**src/rtl/detector_pixel_descramble_addresser_top_macros.svh**
```systemverilog
// Assertion macros shared by the descramble addresser RTL.
`ifndef DETECTOR_PIXEL_DESCRAMBLE_ADDRESSER_TOP_MACROS_SVH
`define DETECTOR_PIXEL_DESCRAMBLE_ADDRESSER_TOP_MACROS_SVH

// The consequent must hold in the same cycle as the antecedent.
`define DPDA_ASSERT_SAME(label, ante, cons) \
  label: assert property (@(posedge clk) disable iff (!rst_n) (ante) |-> (cons)) \
    else $error("descramble addresser assertion failed");

// The consequent must hold in the cycle after the antecedent.
`define DPDA_ASSERT_NEXT(label, ante, cons) \
  label: assert property (@(posedge clk) disable iff (!rst_n) (ante) |=> (cons)) \
    else $error("descramble addresser assertion failed");

`endif

```
**src/rtl/dpda_pkg.sv**
```systemverilog
// Package with geometry constants, codes and the step descriptor type.
package dpda_pkg;

  localparam int ROWS_PER_ASIC    = 32;
  localparam int COLS_PER_ASIC    = 16;
  localparam int ASIC_ROWS        = 8;
  localparam int ASIC_COLS        = 16;
  localparam int WORDS_PER_PACKET = 4096;
  localparam int MAX_PACKETS      = 512;
  localparam int QUEUE_DEPTH      = 4;

  localparam int ROW_LEN   = ASIC_COLS * COLS_PER_ASIC;
  localparam int IMG_ROWS  = ASIC_ROWS * ROWS_PER_ASIC;

  localparam int PR_W  = (ROWS_PER_ASIC > 1) ? $clog2(ROWS_PER_ASIC) : 1;
  localparam int PC_W  = (COLS_PER_ASIC > 1) ? $clog2(COLS_PER_ASIC) : 1;
  localparam int AR_W  = (ASIC_ROWS > 1) ? $clog2(ASIC_ROWS) : 1;
  localparam int AC_W  = (ASIC_COLS > 1) ? $clog2(ASIC_COLS) : 1;
  localparam int WD_W  = (WORDS_PER_PACKET > 1) ? $clog2(WORDS_PER_PACKET) : 1;
  localparam int PN_W  = $clog2(MAX_PACKETS + 1);
  localparam int PI_W  = (MAX_PACKETS > 1) ? $clog2(MAX_PACKETS) : 1;
  localparam int IR_W  = (IMG_ROWS > 1) ? $clog2(IMG_ROWS) : 1;
  localparam int IC_W  = (ROW_LEN > 1) ? $clog2(ROW_LEN) : 1;

  localparam int KIND_W = 2;
  localparam int IDX_W  = 9;
  localparam int SLOT_W = 16;
  localparam int IMG_W  = 5;
  localparam int IPF_W  = 6;
  localparam int HDR_W  = 16;
  localparam int SRC_W  = 32;
  localparam int DST_W  = 16;

  localparam logic [KIND_W-1:0] KIND_LOAD  = 2'd0;
  localparam logic [KIND_W-1:0] KIND_START = 2'd1;
  localparam logic [KIND_W-1:0] KIND_STEP  = 2'd2;

  localparam logic REG_IMAGES = 1'b0;
  localparam logic REG_HEADER = 1'b1;

  localparam logic [SLOT_W-1:0] MISSING_SLOT = 16'hFFFF;
  localparam logic [IPF_W-1:0]  IPF_RESET    = 6'd20;
  localparam logic [IPF_W-1:0]  IPF_MAX      = 6'd32;

  // One pixel move as handed from the front end to the address back end.
  typedef struct packed {
    logic [SLOT_W-1:0] slot;
    logic              beyond;
    logic [WD_W-1:0]   word;
    logic [PR_W-1:0]   prow;
    logic [PC_W-1:0]   pcol;
    logic [AR_W-1:0]   arow;
    logic [AC_W-1:0]   acol;
    logic [IMG_W-1:0]  image;
    logic              eoi;
    logic              eof;
  } step_t;

endpackage

```
**src/rtl/dpda_back.sv**
```systemverilog
// Back end: turns pixel moves into source and destination addresses.
module dpda_back (
  input  logic                         clk,
  input  logic                         rst_n,
  input  logic                         q_empty,
  input  dpda_pkg::step_t              q_head,
  output logic                         q_pop,
  input  logic [dpda_pkg::HDR_W-1:0]   header_words,
  output logic                         out_valid,
  input  logic                         out_stall,
  output logic [dpda_pkg::SRC_W-1:0]   out_source_address,
  output logic [dpda_pkg::DST_W-1:0]   out_dest_address,
  output logic                         out_zero_fill,
  output logic [dpda_pkg::IMG_W-1:0]   out_image_number,
  output logic                         out_end_of_image,
  output logic                         out_end_of_frame
);

  logic                        a_vld_r, a_vld_nxt;
  logic                        a_fill_r;
  logic [dpda_pkg::SRC_W-1:0]  a_prod_r;
  logic [dpda_pkg::WD_W-1:0]   a_word_r;
  logic [dpda_pkg::IR_W-1:0]   a_row_r;
  logic [dpda_pkg::IC_W-1:0]   a_col_r;
  logic [dpda_pkg::IMG_W-1:0]  a_image_r;
  logic                        a_eoi_r;
  logic                        a_eof_r;
  logic                        out_vld_r, out_vld_nxt;

  logic                        a_en;
  logic                        b_en;
  logic [31:0]                 row_full;
  logic [31:0]                 col_full;
  logic [31:0]                 dest_full;

  assign b_en      = !out_vld_r || !out_stall;
  assign a_en      = !a_vld_r || b_en;
  assign q_pop     = a_en && !q_empty;
  assign a_vld_nxt = a_en ? !q_empty : a_vld_r;
  assign out_vld_nxt = b_en ? a_vld_r : out_vld_r;
  assign out_valid = out_vld_r;

  assign row_full  = 32'(q_head.arow) * 32'(dpda_pkg::ROWS_PER_ASIC) + 32'(q_head.prow);
  assign col_full  = 32'(q_head.acol) * 32'(dpda_pkg::COLS_PER_ASIC) + 32'(q_head.pcol);
  assign dest_full = 32'(a_row_r) * 32'(dpda_pkg::ROW_LEN) + 32'(a_col_r);

  always_ff @(posedge clk) begin
    if (!rst_n) begin
      a_vld_r   <= 1'b0;
      out_vld_r <= 1'b0;
    end else begin
      a_vld_r   <= a_vld_nxt;
      out_vld_r <= out_vld_nxt;
    end
  end

  // First stage: slot times packet length and the image row and column.
  always_ff @(posedge clk) begin
    if (q_pop) begin
      a_fill_r  <= q_head.beyond || (q_head.slot == dpda_pkg::MISSING_SLOT);
      a_prod_r  <= 32'(q_head.slot) * 32'(dpda_pkg::WORDS_PER_PACKET);
      a_word_r  <= q_head.word;
      a_row_r   <= row_full[dpda_pkg::IR_W-1:0];
      a_col_r   <= col_full[dpda_pkg::IC_W-1:0];
      a_image_r <= q_head.image;
      a_eoi_r   <= q_head.eoi;
      a_eof_r   <= q_head.eof;
    end
  end

  // Second stage: final sums into the output register.
  always_ff @(posedge clk) begin
    if (b_en && a_vld_r) begin
      out_source_address <= a_fill_r ? '0 :
                            32'(header_words) + a_prod_r + 32'(a_word_r);
      out_dest_address   <= dest_full[dpda_pkg::DST_W-1:0];
      out_zero_fill      <= a_fill_r;
      out_image_number   <= a_image_r;
      out_end_of_image   <= a_eoi_r;
      out_end_of_frame   <= a_eof_r;
    end
  end

endmodule

```
**config.mk**
```make
export PLATFORM = sky130hd
export DESIGN_NAME = dpda_back
export DESIGN_NICKNAME = d
export VERILOG_FILES = /design/src/rtl/detector_pixel_descramble_addresser_top_macros.svh /design/src/rtl/dpda_pkg.sv /design/src/rtl/dpda_back.sv
export SDC_FILE = /design/constraint.sdc
export NUM_CORES = 1
export LEC_CHECK = 0
export ABC_CLOCK_PERIOD_IN_PS = 12240
export BUFFER_PORTS_ARGS = -buffer_cell sky130_fd_sc_hd__buf_4
export CELL_PAD_IN_SITES_DETAIL_PLACEMENT = 0
export CELL_PAD_IN_SITES_GLOBAL_PLACEMENT = 2
export CORE_ASPECT_RATIO = 0.7
export CORE_MARGIN = 2
export CORE_UTILIZATION = 38
export DETAILED_ROUTE_END_ITERATION = 10
export PLACE_DENSITY_LB_ADDON = 0.15
export SLEW_MARGIN = 20
export SYNTH_ARGS = -nofsm -noshare
export SYNTH_HDL_FRONTEND = slang
export SYNTH_SLANG_ARGS = --single-unit
```
**constraint.sdc**
```tcl
create_clock -name clk -period 12.24 [get_ports clk]
set_input_delay 1.224 -clock clk [delete_from_list [all_inputs] [get_ports clk]]
set_output_delay 1.224 -clock clk [all_outputs]
set_load 0.05 [all_outputs]
```
==> impl_metrics.yaml <==
pwr:
  power_mw: 0.853
  switching_share: 0.271
  p_leak_nw: 2.37
  power.density_mw_per_mm2: 141
  clkPwrFrac: 0.327
  combPwrFrac: 0.162
  pwr-share-seq: 0.511
  cell_internal_pwr_mw: 0.622
  ir_worst_vdd_mv: 0.0784
  p_switching_mw: 0.231
routing:
  vias_per_cell: 4.81
  drc: 0
  drtAntennaViolNets: 0
  drt-pass1-iter-count: 4
  wl_met2_mm: 3.78
  wl_mm: 9.60
  topRoutingLayerUsed: "met4"
  wl_met1_mm: 5.02
  vias: 2905
  drt-initial-drc-count: 120
  wire_per_inst_um: 15.9
  route.met3.wl_um: 683
clocking:
  cts_hold_buf: 0
  cts_resized: 0
  htreeDepth: 3
  post_cts_buffers: 0
  cts_buffers: 9
  cts_root_buffer: "clkbuf_16"
  cts_buffer_depth: 2
  cts_sinks: 107
  clk_pin_slew_ps: 80
  cts_tree: "built"
  clk_latency_ps: 350
cells_and_area:
  final_cell_count_no_fill: 604
  fill_cells: 1002
  final_net_count: 531
  drive_gt1_frac: 0.374
  final_common_cell: "buf_4"
  layout_common_cells: "buf_4, edfxtp_1, nor2_1"
  multi_input_area_mm2: 0.00136
  final_area_mm2: 0.00603
  area_growth_pct: 30.9
  regArea_mm2: 0.00319
  n_antenna_cell: 0
sta:
  finClkSkew_ps: 5.82
  setup_viol: 0
  finalMaxSlewViolations: 0
  fin_tns_setup_ps: 0
  hold_ws_ps: 416
  finalHoldViolations: 0
  slew_headroom: 0.538
  rsz0062_at_grt: "no"
  tightestPinTransition_ps: 693
  fmax_mhz: 272
  fin_crit_sh: 0.300
  period_needed_ps: 3670
logic_synthesis:
  syn_inst: 308
  synth_edf_count: 105
  synth_ff_type: "edfxtp_1"
  syn_area_mm2: 0.00461
  syn_area_per_cell_um2: 15.0
  asyncSetResetFlopFracSynth: 0
  synth.area.top_cells: "edfxtp_1, ha_1, nor2_1"
  synth_cell_types: 51
  synth_area_leader_cell: "edfxtp_1"
  synth_top_area_share: 0.685
  synth.ff_latch_count: 107
  ys_seq_area_frac: 0.693
  yosys_warnings: 0
global_routing:
  grt_pass1_vias: 2734
  antenna_found_initial: 0
  grt_pass1_wl_mm: 14.6
  overflow: 0
  track_usage: 0.151
  grt_max_degree: 54
floorplan:
  die_h_um: 96.1
  core-area_mm2: 0.0118
  num_rows: 33
  die_area_mm2: 0.0130
  start_util: 0.391
  ioPinCount: 130
  die_x_um: 136
setup_path:
  critPathKind: "input port to output port"
  r2r_cells: 8
  cp.required_ps: 11020
  critical_path_arrival_ps: 2450
  r2r_end: "out_source_address[20]"
  reg2reg_slack_ps: 9630
  cp-end-kind: "output port"
  reg2reg_from: "a_word_r[0]"
  startpoint_type: "input port"
  cp_max_fo: 53
job:
  max_cap_violations: 0
placement:
  place_inst: 588
  placed_cell_area_mm2: 0.00574
  dpl.hpwl_mm: 7.01
  io_buffers: 126
  gp_congestion: 0.774
run_status:
  status: "finished, final reports clean"
worst_hold_path:
  hp-class: "flop to flop"
  worst_hold_path.endpoint: "out_dest_address[4]"
  whs_path_depth: 0
  hp-start: "a_col_r[4]"
## flip-flops by register name, indices dropped and copies added, names as in the netlist
name                count
out_source_address     29
a_prod_r               16
out_dest_address       16
a_word_r               12
a_col_r                 8
a_row_r                 8
a_image_r               5
out_image_number        5
a_eof_r                 1
a_eoi_r                 1
a_fill_r                1
a_vld_r                 1
out_end_of_frame        1
out_end_of_image        1
out_valid               1
out_zero_fill           1
## layer usage
metal,track usage,vias to the layer above
li1,-,1448
met1,0.232,1342
met2,0.206,104
met3,0.0405,11
met4,0.0443,0
met5,0,-
## final cells by class
class / instances / area share
well taps: 157 / 0.0326
repair buffers: 129 / 0.161
clock buffers: 10 / 0.0380
flip-flops and latches: 107 / 0.530
clock inverters: 6 / 0.00976
inverters: 5 / 0.00311
multi-input cells: 190 / 0.226
## worst max-delay path, stage by stage
cell	delay (ps)
buf_4	140
a31oi_4	170
buf_4	580
buf_4	320
## worst max path at each step
stage               slack (ps)    end       from
finish                    8570  q_pop  out_stall
global route              8490  q_pop  out_stall
CTS                       8550  q_pop  out_stall
detailed placement        8550  q_pop  out_stall
global placement          8580  q_pop  out_stall
floorplan                 6410  q_pop  out_stall
## power by group through the flow
stage / Clock (mW) / Sequential, mW / Combinational (mW)
after floorplan: 0 / 0.477 / 0.0589
after global placement: 0 / 0.443 / 0.138
after detailed placement: 0 / 0.444 / 0.139
after CTS: 0.287 / 0.436 / 0.139
after global routing: 0.300 / 0.438 / 0.150
final: 0.279 / 0.436 / 0.138
## per-stage QoR
stage	setup slack (ps)	util
after floorplan	6410	-
after global placement	8580	0.488
after detailed placement	8550	0.488
after CTS	8550	0.512
after global routing	8490	0.512
final	8570	0.512
## logic make-up (layout without fill, tap and decap cells)
kind of cell	Yosys count	after routing	share of synthesized area
DFF	107	107	0.693
and+or+nand+nor	91	91	0.0975
AOI/OAI and AO/OA	56	56	0.0945
adders and majority gates	17	17	0.0478
xor gates and xnor gates	15	15	0.0285
buffers and inverters	13	150	0.0179
muxes	8	8	0.0196
other	1	3	0.000814
## cell usage after synthesis (2+ instances only)
cell type  number
buf_2           2
xor2_1          7
and3_2          2
a21o_1          5
edfxtp_1      105
a31oi_1         3
buf_4           4
nor2_1         35
o211ai_2        2
inv_1           5
a21oi_1        16
o21bai_1        2
o21ai_0         4
mux2_2          6
a41oi_1         2
nand3_1         7
nand2_1        12
a21boi_0        4
and2b_2         2
o21a_1          2
or3_1           2
mux2_1          2
and3_1          4
nand4_1         9
a221oi_2        2
o211ai_1        2
dfxtp_1         2
xnor2_1         8
ha_1           16
nor3_1          4
nor2b_1        10
Power figures use the tool's default switching activity.
