File: config.mk
export PLATFORM = sky130hd
export DESIGN_NAME = dpda_queue
export DESIGN_NICKNAME = d
export VERILOG_FILES = /design/src/rtl/detector_pixel_descramble_addresser_top_macros.svh /design/src/rtl/dpda_pkg.sv /design/src/rtl/dpda_queue.sv
export SDC_FILE = /design/constraint.sdc
export NUM_CORES = 1
export LEC_CHECK = 0
export ABC_AREA = 1
export BUFFER_PORTS_ARGS = -buffer_cell sky130_fd_sc_hd__buf_2
export CELL_PAD_IN_SITES_DETAIL_PLACEMENT = 1
export CELL_PAD_IN_SITES_GLOBAL_PLACEMENT = 1
export CORE_UTILIZATION = 48
export DETAILED_ROUTE_END_ITERATION = 8
export PLACE_DENSITY_LB_ADDON = 0.1
export SYNTH_ARGS = -nofsm -noshare
export SYNTH_HDL_FRONTEND = slang
export SYNTH_SLANG_ARGS = --single-unit
File: constraint.sdc
create_clock -name clk -period 6.2 [get_ports clk]
set_input_delay 1.86 -clock clk [delete_from_list [all_inputs] [get_ports clk]]
set_output_delay 1.86 -clock clk [all_outputs]
set_load 0.02 [all_outputs]
File: src/rtl/detector_pixel_descramble_addresser_top_macros.svh
// Assertion macros shared by the descramble addresser RTL.
`ifndef DETECTOR_PIXEL_DESCRAMBLE_ADDRESSER_TOP_MACROS_SVH
`define DETECTOR_PIXEL_DESCRAMBLE_ADDRESSER_TOP_MACROS_SVH

// The consequent must hold in the same cycle as the antecedent.
`define DPDA_ASSERT_SAME(label, ante, cons) \
  label: assert property (@(posedge clk) disable iff (!rst_n) (ante) |-> (cons)) \
    else $error("descramble addresser assertion failed");

// The consequent must hold in the cycle after the antecedent.
`define DPDA_ASSERT_NEXT(label, ante, cons) \
  label: assert property (@(posedge clk) disable iff (!rst_n) (ante) |=> (cons)) \
    else $error("descramble addresser assertion failed");

`endif

File: src/rtl/dpda_pkg.sv
// Package with geometry constants, codes and the step descriptor type.
package dpda_pkg;

  localparam int ROWS_PER_ASIC    = 32;
  localparam int COLS_PER_ASIC    = 16;
  localparam int ASIC_ROWS        = 8;
  localparam int ASIC_COLS        = 16;
  localparam int WORDS_PER_PACKET = 4096;
  localparam int MAX_PACKETS      = 512;
  localparam int QUEUE_DEPTH      = 4;

  localparam int ROW_LEN   = ASIC_COLS * COLS_PER_ASIC;
  localparam int IMG_ROWS  = ASIC_ROWS * ROWS_PER_ASIC;

  localparam int PR_W  = (ROWS_PER_ASIC > 1) ? $clog2(ROWS_PER_ASIC) : 1;
  localparam int PC_W  = (COLS_PER_ASIC > 1) ? $clog2(COLS_PER_ASIC) : 1;
  localparam int AR_W  = (ASIC_ROWS > 1) ? $clog2(ASIC_ROWS) : 1;
  localparam int AC_W  = (ASIC_COLS > 1) ? $clog2(ASIC_COLS) : 1;
  localparam int WD_W  = (WORDS_PER_PACKET > 1) ? $clog2(WORDS_PER_PACKET) : 1;
  localparam int PN_W  = $clog2(MAX_PACKETS + 1);
  localparam int PI_W  = (MAX_PACKETS > 1) ? $clog2(MAX_PACKETS) : 1;
  localparam int IR_W  = (IMG_ROWS > 1) ? $clog2(IMG_ROWS) : 1;
  localparam int IC_W  = (ROW_LEN > 1) ? $clog2(ROW_LEN) : 1;

  localparam int KIND_W = 2;
  localparam int IDX_W  = 9;
  localparam int SLOT_W = 16;
  localparam int IMG_W  = 5;
  localparam int IPF_W  = 6;
  localparam int HDR_W  = 16;
  localparam int SRC_W  = 32;
  localparam int DST_W  = 16;

  localparam logic [KIND_W-1:0] KIND_LOAD  = 2'd0;
  localparam logic [KIND_W-1:0] KIND_START = 2'd1;
  localparam logic [KIND_W-1:0] KIND_STEP  = 2'd2;

  localparam logic REG_IMAGES = 1'b0;
  localparam logic REG_HEADER = 1'b1;

  localparam logic [SLOT_W-1:0] MISSING_SLOT = 16'hFFFF;
  localparam logic [IPF_W-1:0]  IPF_RESET    = 6'd20;
  localparam logic [IPF_W-1:0]  IPF_MAX      = 6'd32;

  // One pixel move as handed from the front end to the address back end.
  typedef struct packed {
    logic [SLOT_W-1:0] slot;
    logic              beyond;
    logic [WD_W-1:0]   word;
    logic [PR_W-1:0]   prow;
    logic [PC_W-1:0]   pcol;
    logic [AR_W-1:0]   arow;
    logic [AC_W-1:0]   acol;
    logic [IMG_W-1:0]  image;
    logic              eoi;
    logic              eof;
  } step_t;

endpackage

File: src/rtl/dpda_queue.sv
// Short queue of pixel moves between the front end and the back end.
module dpda_queue #(
  parameter int DEPTH = dpda_pkg::QUEUE_DEPTH
) (
  input  logic            clk,
  input  logic            rst_n,
  input  logic            push,
  input  dpda_pkg::step_t push_data,
  output logic            full,
  input  logic            pop,
  output logic            empty,
  output dpda_pkg::step_t head
);

  localparam int PTR_W = (DEPTH > 1) ? $clog2(DEPTH) : 1;
  localparam int CNT_W = $clog2(DEPTH + 1);
  localparam logic [PTR_W-1:0] PTR_LAST = PTR_W'(DEPTH - 1);

  dpda_pkg::step_t   slots [DEPTH];
  logic [PTR_W-1:0]  wr_ptr_r, wr_ptr_nxt;
  logic [PTR_W-1:0]  rd_ptr_r, rd_ptr_nxt;
  logic [CNT_W-1:0]  count_r, count_nxt;
  logic              do_push;
  logic              do_pop;

  assign full    = (count_r == CNT_W'(DEPTH));
  assign empty   = (count_r == '0);
  assign do_push = push && !full;
  assign do_pop  = pop && !empty;
  assign head    = slots[rd_ptr_r];

  always_comb begin
    wr_ptr_nxt = wr_ptr_r;
    rd_ptr_nxt = rd_ptr_r;
    count_nxt  = count_r;
    if (do_push) begin
      wr_ptr_nxt = (wr_ptr_r == PTR_LAST) ? '0 : wr_ptr_r + PTR_W'(1);
    end
    if (do_pop) begin
      rd_ptr_nxt = (rd_ptr_r == PTR_LAST) ? '0 : rd_ptr_r + PTR_W'(1);
    end
    if (do_push && !do_pop) begin
      count_nxt = count_r + CNT_W'(1);
    end else if (do_pop && !do_push) begin
      count_nxt = count_r - CNT_W'(1);
    end
  end

  always_ff @(posedge clk) begin
    if (!rst_n) begin
      wr_ptr_r <= '0;
      rd_ptr_r <= '0;
      count_r  <= '0;
    end else begin
      wr_ptr_r <= wr_ptr_nxt;
      rd_ptr_r <= rd_ptr_nxt;
      count_r  <= count_nxt;
    end
  end

  always_ff @(posedge clk) begin
    if (do_push) begin
      slots[wr_ptr_r] <= push_data;
    end
  end

endmodule

==> results.yml, run 1 <==
status:
  status: "completed"
power:
  combPwrFrac_pct: 31.4
  p_per_area_nw_per_um2: 445
  power_frac_seq_pct: 40.9
  peakVddDrop_mv: 0.264
  p_leak_nw: 3.52
  switching_share_pct: 34.8
  power_report.internal_total_mw: 2.94
  clkPwrFrac_pct: 27.7
  finalPower_mw: 4.51
  power_switching_mw: 1.57
drt:
  ant_nets: 0
  drt_iter0_markers: 236
  detail_route.vias_per_cell: 5.38
  drcViolationCount: 0
  drtPass1Iterations: 4
  wl_per_cell_um: 19.9
  route.vias.total: 5005
  drt-total-wl_mm: 18.5
worst_setup_path:
  r2r_cells: 5
  required_ns: 4.34
  arrival_ns: 2.62
  critPathCaptureType: "output pin"
  cp_max_fo: 91
  startpoint_type: "flip-flop"
  timing_worst_setup_path_type: "reg -> out"
  cp_cell_sequence: "inv_6 -> buf_4 -> o21ai_0 -> o22ai_2 -> buf_2"
  critPathMaxStageDelay_ns: 0.76
  cp_slowest_cell: "inv_6"
cells_and_area:
  areaGrowthSynthToFinish_pct: 15.6
  final_cell_mix: "208 x edfxtp_1, 109 x buf_2, 92 x o21ai_0, 77 x nor2_1, 42 x nor2_4"
  final_layout_size_suffix_gt1_share_pct: 33.0
  final_common_cell: "edfxtp_1"
  fin_nets: 746
global_route:
  gr-total-overflow: 0
  grt_pass1_vias: 5264
  grt_antenna_before_repair: 2
  grt_max_degree: 105
  grt_pass1_wl_mm: 28.8
  grt.total_usage_pct: 20.3
clocking:
  postCtsHoldBufs: 0
  cts_tree: "done"
  cts-htree-levels: 1
  clkTransAtPathRegs_ns: 0.06
  root_buffer: "clkbuf_16"
  clk_latency_ns: 0.51
  postCtsSetupBuffers: 0
  cts_buffers: 23
  cts_sinks: 217
  cts_buffer_depth: 3
  cts_resized: 0
logic_synthesis:
  synth_top_cell_area_share_pct: 71.3
  synth.distinct_cells: 23
  synth-seq-area-share_pct: 73.4
  syn_area_sq_um: 8750
  synth_area_per_cell_sq_um: 15.3
  yosysWarnings: 0
  synth-seq-cells: 217
  yosysTopAreaCell: "edfxtp_1"
  synth_area_leaders: "edfxtp_1 71%, o22ai_2 5.4%, o21ai_0 5.3%, nor2_4 4.9%, nor2_1 3.5%"
  syn_inst: 574
  syn_nets: 637
floorplan:
  rows: 49
  core_area_sq_um: 17900
  fp.dieH_um: 137
  io_pins: 110
  initial_core_util_pct: 48.9
  die_area_sq_um: 18800
  die_x_um: 137
sta:
  fin_worst_skew_ns: 0.0200
  rsz0062_at_grt: "false"
  max_freq_mhz: 223
  hold_viol_final: 0
  setup_tns_ns: 0
  fin_crit_ns: 4.48
  setup_ws_ns: 1.72
  finalCritPeriodShare_pct: 72.2
  max_slew_margin_pct: 27.7
  fin_hold_ws_ns: 0.523
  tightest_slew_ns: 1.08
  maxSlewViolCount: 0
  finalSetupViolations: 0
job:
  max_cap_violations: 0
hold_path:
  min_delay_path_depth: 2
  hp-class: "reg -> reg"
placed_design:
  place_ws_ns: 2.14
  port_buffers: 109
  dpl.hpwl_mm: 10.8
  gp_congestion: 0.702
-- kinds of logic after synthesis --
group,synth area share [%]
buf+inv,3.54
compound gates,12.6
fa+ha+maj,1.09
simple gates,9.36
flops,73.4
-- per-stage QoR --
stage	std cells	area [sq um]	util (%)
floorplan	574	8750	-
global placement	887	9440	52.7
detailed placement	887	9440	52.7
CTS	928	10100	56.5
global route	928	10100	56.5
finish	930	10100	56.6
-- path summary, 6_finish.rpt --
| path | from | endpoint | slack (ns) |
|---|---|---|---|
| worst max register to register | count_r[0] | slots[3][46] | 3.59 |
| worst min register to register | count_r[0] | count_r[0] | 0.52 |
| worst max-delay path | flip-flop | head[35] | 1.72 |
| worst min-delay path | count_r[0] | count_r[0] | 0.52 |
-- layout make-up --
cell class                      count  area (sq um)
Antenna cell                        2          5.00
Multi-Input combinational cell    306          2050
Sequential cell                   217          6430
Timing Repair Buffer              116           598
Clock buffer                       29           598
Tap cell                          229           287
Inverter                           19          76.3
Fill cell                        1748          7780
Clock inverter                     12          81.3
-- registers in the layout (all words and copies together) (netlist names), named ones only --
| register | flops |
|---|---|
| count_r | 3 |
| rd_ptr_r | 2 |
| slots | 208 |
| wr_ptr_r | 2 |
-- worst max-delay path, delay by kind of cell, from the launching register on --
family	cells	cell delay, ns
flops	1	0.35
buf+inv	3	1.38
compound gates	2	0.33
-- routing by layer --
| layer | track usage (%) | wire [um] | up-vias |
|---|---|---|---|
| met1 | 26.6 | 8110 | 2534 |
| met3 | 3.59 | 872 | 18 |
| li1 | - | - | 2346 |
| met2 | 34.9 | 9270 | 107 |
| met5 | 0 | 0 | - |
| met4 | 5.37 | 266 | 0 |
-- synthesized netlist by cell type --
cell,n
edfxtp_1,208
o21ai_0,92
nor2_1,81
nor2_4,38
o22ai_2,38
inv_1,17
nand2_1,15
clkbuf_1,14
o21ai_1,14
o22ai_1,14
buf_2,9
dfxtp_1,9
ha_1,6
buf_12,5
buf_6,3
a21oi_1,2
inv_2,2
nor2_2,2
buf_4,1
fa_1,1
nand3_1,1
nand3b_1,1
nand4_1,1
-- power groups by stage --
stage	Combinational (mW)	Sequential [mW]	Clock, mW
after floorplan	1.02	1.87	0
after global placement	1.39	1.87	0
after detailed placement	1.44	1.88	0
after CTS	1.45	1.85	1.28
after global routing	1.55	1.86	1.33
final	1.41	1.84	1.25
No activity file was read; power rests on OpenSTA's default activity.
==> run 2: changes to the inputs <==
==> constraint.sdc (replaced) <==
create_clock -name clk -period 4.54 [get_ports clk]
set_input_delay 1.362 -clock clk [delete_from_list [all_inputs] [get_ports clk]]
set_output_delay 1.362 -clock clk [all_outputs]
set_load 0.02 [all_outputs]
==> run 2 against run 1 <==
Final cell count increased by 0.32%. Sequential share of layout area decreased by 0.58 points. Cell area increased by 0.93%. First-iteration DRC count decreased by 22%. Largest cell class unchanged. Worst hold slack got worse by 0.0021 ns. Total power increased by 38%. Sequential power increased by 38%. Register-to-register slack got worse by 1.3 ns. Utilization increased by 0.52 points. Global-route usage about the same.
==> results.yml, run 2 (synthesized netlist as in run 1, its figures left out) <==
floorplan:
  io_pins: 110
  rows: 49
  fp.dieH_um: 137
  die_area_sq_um: 18800
  die_x_um: 137
  initial_core_util_pct: 48.9
  core_area_sq_um: 17900
worst_setup_path:
  crit_family: "buffers and inverters"
  cp_cell_sequence: "buf_4 -> o21ai_0 -> o22ai_1 -> buf_2"
  arrival_ns: 2.49
  r2r_cells: 5
  r2r-start: "count_r[0]"
  cp_num_buf_inv: 2
  cp_slowest_cell: "buf_4"
  cp_max_fo: 74
  critPathMaxStageDelay_ns: 0.66
  startpoint_type: "flip-flop"
  required_ns: 3.18
  critPathCaptureType: "output pin"
  cp.depth: 4
  reg2reg_setup_slack_ns: 2.29
  timing_worst_setup_path_type: "reg -> out"
drt:
  drt-total-wl_mm: 18.5
  route.vias.total: 5061
  ant_nets: 0
  drt_iter0_markers: 183
  detail_route.vias_per_cell: 5.42
  drcViolationCount: 0
  drtPass1Iterations: 4
  wl_per_cell_um: 19.9
cells_and_area:
  areaGrowthSynthToFinish_pct: 16.7
  instances_no_fill: 933
  largest_reg_flops: 208
  final_common_cell: "edfxtp_1"
  largest-register: "slots"
  fin_nets: 749
  final_util_pct: 57.1
  final_layout_size_suffix_gt1_share_pct: 34.2
  fin_area_sq_um: 10200
  largestRegisters: "slots: 208 flops, count_r: 3 flops"
  final_cell_mix: "208 x edfxtp_1, 109 x buf_2, 92 x o21ai_0, 77 x nor2_1, 42 x nor2_4"
sta:
  finalCritPeriodShare_pct: 84.8
  rsz0062_at_grt: "false"
  max_freq_mhz: 260
  fin_crit_ns: 3.85
  tightest_slew_ns: 0.980
  setup_tns_ns: 0
  max_slew_margin_pct: 34.6
  finalSetupViolations: 0
  fin_worst_skew_ns: 0.00397
  hold_viol_final: 0
  maxSlewViolCount: 0
global_route:
  grt_max_degree: 75
  grt.total_usage_pct: 20.3
  grt_pass1_wl_mm: 28.5
  grt_pass1_vias: 5432
  gr-total-overflow: 0
  grt_antenna_before_repair: 3
status:
  status: "completed"
clocking:
  cts_tree: "done"
  root_buffer: "clkbuf_16"
  cts-htree-levels: 1
  cts_resized: 0
  cts_sinks: 217
  postCtsHoldBufs: 0
  cts_buffer_depth: 3
  postCtsSetupBuffers: 0
  clkTransAtPathRegs_ns: 0.06
  clk_latency_ns: 0.50
  cts_buffers: 23
hold_path:
  hp-start: "count_r[0]"
  hp-class: "reg -> reg"
  min_delay_path_depth: 2
placed_design:
  dp.cells: 890
  port_buffers: 109
  gp_congestion: 0.729
  post_dp_cell_area_sq_um: 9500
  dpl.hpwl_mm: 10.6
power:
  p_leak_nw: 3.57
  p_per_area_nw_per_um2: 609
  peakVddDrop_mv: 0.383
job:
  max_cap_violations: 0
run 2: cell count changes in the layout (fill, tap and decap cells not counted):
cell,before,now
buf_12,0,3
bufinv_16,1,2
clkbuf_1,6,1
clkinv_1,6,4
clkinv_2,4,8
clkinvlp_4,0,1
diode_2,2,3
run 2: layout make-up:
class | instances | area, sq um
fill | 1742 | 7680
sequential | 217 | 6430
multi-input combinational | 306 | 2050
timing repair buffer | 119 | 658
clock buffer | 24 | 579
tap | 229 | 287
clock inverter | 16 | 131
inverter | 19 | 76.3
antenna | 3 | 7.51
run 2: power by group:
| part | internal (mW) | switching (mW) | total, mW | leakage [nW] |
|---|---|---|---|---|
| Combinational | 0.595 | 1.32 | 1.92 | 1.24 |
| Sequential | 2.44 | 0.0952 | 2.54 | 1.98 |
| Clock | 1.04 | 0.729 | 1.77 | 0.355 |
run 2: worst min-delay path: stages, from the launching register on:
cell and delay, ns:
dfxtp_1 0.34, inv_1 0.07, a21oi_1 0.06
run 2: stage by stage:
step                      worst slack (ns)  hold slack (ns)  total power [mW]
after floorplan                      0.392            0.480              3.95
after detailed placement              1.20            0.519              4.54
after CTS                            0.662            0.531              6.31
after global placement                1.27            0.494              4.47
after global routing                 0.530            0.562              6.53
final                                0.692            0.521              6.23
run 2: layer usage:
layer | wire length, um | share of wire [%] | vias to the layer above | GRT usage (%)
met5 | 0 | 0 | - | 0
met4 | 214 | 1.2 | 0 | 5.19
met3 | 956 | 5.2 | 16 | 4.11
met2 | 9770 | 53 | 108 | 36.1
met1 | 7600 | 41 | 2583 | 25.2
li1 | - | - | 2354 | -
run 2: path summary, 6_finish.rpt:
kind	end
min	count_r[0]
max	head[19]
max reg2reg	slots[3][44]
min reg2reg	count_r[0]
==> run 3: changes to the inputs <==
--- a/config.mk
+++ b/config.mk
@@ -5,11 +5,11 @@
 export SDC_FILE = /design/constraint.sdc
 export NUM_CORES = 1
 export LEC_CHECK = 0
-export ABC_AREA = 1
+export ABC_AREA = 0
 export BUFFER_PORTS_ARGS = -buffer_cell sky130_fd_sc_hd__buf_2
 export CELL_PAD_IN_SITES_DETAIL_PLACEMENT = 1
 export CELL_PAD_IN_SITES_GLOBAL_PLACEMENT = 1
-export CORE_UTILIZATION = 48
+export CORE_UTILIZATION = 45
 export DETAILED_ROUTE_END_ITERATION = 8
 export PLACE_DENSITY_LB_ADDON = 0.1
 export SYNTH_ARGS = -nofsm -noshare
==> constraint.sdc (replaced) <==
create_clock -name clk -period 3.2 [get_ports clk]
set_input_delay 0.96 -clock clk [delete_from_list [all_inputs] [get_ports clk]]
set_output_delay 0.96 -clock clk [all_outputs]
set_load 0.02 [all_outputs]
==> run 3 against run 2 <==
Total power increased by 30%. Clock power increased by 46%. Sequential share of layout area rose by 3.5 points. Global-route usage fell by 3.2 points.
==> results.yml, run 3 <==
status:
  status: "completed"
worst_setup_path:
  startpoint_type: "flip-flop"
  r2r-start: "count_r[0]"
  arrival_ns: 2.07
  required_ns: 2.24
  cp_max_fo: 21
  timing_worst_setup_path_type: "reg -> out"
  critPathCaptureType: "output pin"
  r2r_cells: 7
clocking:
  clk_latency_ns: 0.50
  cts_sinks: 217
  postCtsHoldBufs: 0
  cts-htree-levels: 1
  clkTransAtPathRegs_ns: 0.05
  root_buffer: "clkbuf_16"
  cts_buffer_depth: 3
  cts_resized: 0
  postCtsSetupBuffers: 0
  cts_buffers: 24
  cts_tree: "done"
sta:
  tightest_slew_ns: 0.535
  setup_tns_ns: 0
  max_freq_mhz: 330
  fin_crit_ns: 3.03
  finalCritPeriodShare_pct: 94.8
  hold_viol_final: 0
  max_slew_margin_pct: 64.0
  rsz0062_at_grt: "false"
  maxSlewViolCount: 0
  fin_worst_skew_ns: 0.0110
  finalSetupViolations: 0
global_route:
  grt.total_usage_pct: 17.1
  grt_antenna_before_repair: 1
  grt_pass1_vias: 4068
  grt_max_degree: 31
  gr-total-overflow: 0
  grt_pass1_wl_mm: 23.1
logic_synthesis:
  synth_compound_area_share_pct: 0.373
  synth_area_per_cell_sq_um: 24.9
  synth_area_leaders: "edfxtp_1 78%, mux4_2 14%, dfxtp_1 2.2%, buf_12 1.2%, ha_1 0.93%"
  yosysTopAreaCell: "edfxtp_1"
  synth_edf_count: 208
  synth_ff_type: "edfxtp_1"
  synthSimpleGateAreaFrac_pct: 1.34
  synth_xor_area_share_pct: 0.218
  synth_top_family_by_area: "multiplexers"
  synth-seq-area-share_pct: 79.9
  syn_nets: 386
  synth_mux_area_share_pct: 15.0
  syn_area_sq_um: 8050
  synth_adder_area_share_pct: 1.18
  synthArstFlopShare_pct: 0
  synth.most_common_cell: "edfxtp_1"
  synth-seq-cells: 217
  yosysWarnings: 0
  syn_inst: 323
  synth_top_cell_area_share_pct: 77.6
  synthTopCellsByCount: "208 x edfxtp_1, 50 x mux4_2, 9 x dfxtp_1"
  synth.distinct_cells: 25
cells_and_area:
  largest_reg_flops: 208
  areaGrowthSynthToFinish_pct: 20.2
  largest-register: "slots"
  largestRegisters: "slots: 208 flops, count_r: 3 flops"
  final_common_cell: "edfxtp_1"
  fin_nets: 523
  final_layout_size_suffix_gt1_share_pct: 44.9
  fin_area_sq_um: 9670
  instances_no_fill: 703
  final_cell_mix: "208 x edfxtp_1, 109 x buf_2, 50 x mux4_2, 25 x clkbuf_16, 11 x buf_4"
placed_design:
  dpl.hpwl_mm: 9.19
  dp.cells: 659
  port_buffers: 109
  post_dp_cell_area_sq_um: 8920
  gp_congestion: 0.656
drt:
  drcViolationCount: 0
  drt-total-wl_mm: 14.7
  route.vias.total: 3662
  ant_nets: 0
  drt_iter0_markers: 181
  drtPass1Iterations: 4
  detail_route.vias_per_cell: 5.21
  wl_per_cell_um: 20.9
floorplan:
  fp.dieH_um: 136
  core_area_sq_um: 17400
  io_pins: 110
  die_x_um: 136
  rows: 48
  initial_core_util_pct: 46.4
  die_area_sq_um: 18400
hold_path:
  min_delay_path_depth: 2
  hp-class: "reg -> reg"
  hp-start: "wr_ptr_r[1]"
power:
  p_leak_nw: 3.31
  peakVddDrop_mv: 0.404
  p_per_area_nw_per_um2: 836
job:
  max_cap_violations: 0
[run 3: cell types whose count changed in the layout (fill, tap and decap cells not counted), sizes merged, moves of 3 or more]
cell / before / now
o21ai: 106 / 3
mux2i: 0 / 3
nor2: 121 / 2
mux4: 0 / 52
inv: 20 / 4
nand2: 15 / 6
and2: 0 / 5
clkbuf: 24 / 29
o22ai: 52 / 0
buf: 119 / 125
[run 3: critical path, stage by stage (launching register included)]
cell     delay, ns
dfxtp_4       0.56
buf_12        0.26
mux4_1        0.58
buf_2         0.18
[run 3: area by class of cell]
class | instances | area [sq um]
flip-flops and latches | 217 | 6430
fillers | 1538 | 7680
repair buffers | 125 | 728
diodes | 1 | 2.50
well taps | 225 | 282
clock inverters | 14 | 115
multi-input cells | 89 | 1460
inverters | 3 | 11.3
clock buffers | 29 | 641
[run 3: logic make-up (layout without fill, tap and decap cells)]
kind of cell,count (synthesis),count (layout)
buffers and inverters,17,171
adders and majority gates,7,7
AOI/OAI and AO/OA,5,5
and+or+nand+nor,20,20
muxes,55,55
DFF,217,217
xor gates and xnor gates,2,2
other,0,1
[run 3: final timing paths]
check,to,slack [ns]
worst max-delay path,head[42],0.17
worst min-delay path,wr_ptr_r[1],0.52
worst max register to register,count_r[2],0.82
worst min register to register,wr_ptr_r[1],0.52
[run 3: per-stage QoR]
step | hold slack (ns) | util [%] | power, mW | worst slack (ns)
global placement | 0.489 | 51.4 | 5.58 | 0.608
detailed placement | 0.516 | 51.4 | 5.62 | 0.542
global route | 0.553 | 55.7 | 8.45 | 0.0285
finish | 0.517 | 55.7 | 8.08 | 0.167
floorplan | 0.468 | - | 5.02 | 0.299
CTS | 0.524 | 55.7 | 8.22 | 0.0902
[run 3: power breakdown]
| group | leakage (nW) | total [mW] | internal, mW | switching, mW |
|---|---|---|---|---|
| logic | 0.952 | 1.88 | 0.840 | 1.05 |
| clock network | 0.372 | 2.58 | 1.58 | 1.00 |
| registers | 1.98 | 3.62 | 3.46 | 0.156 |
[run 3: routing by layer]
metal | vias to the layer above | track usage [%] | share of wire (%)
met1 | 1897 | 22.0 | 41
li1 | 1642 | - | -
met5 | - | 0 | 0.055
met4 | 2 | 4.81 | 1.8
met2 | 99 | 28.7 | 51
met3 | 22 | 4.30 | 6.3
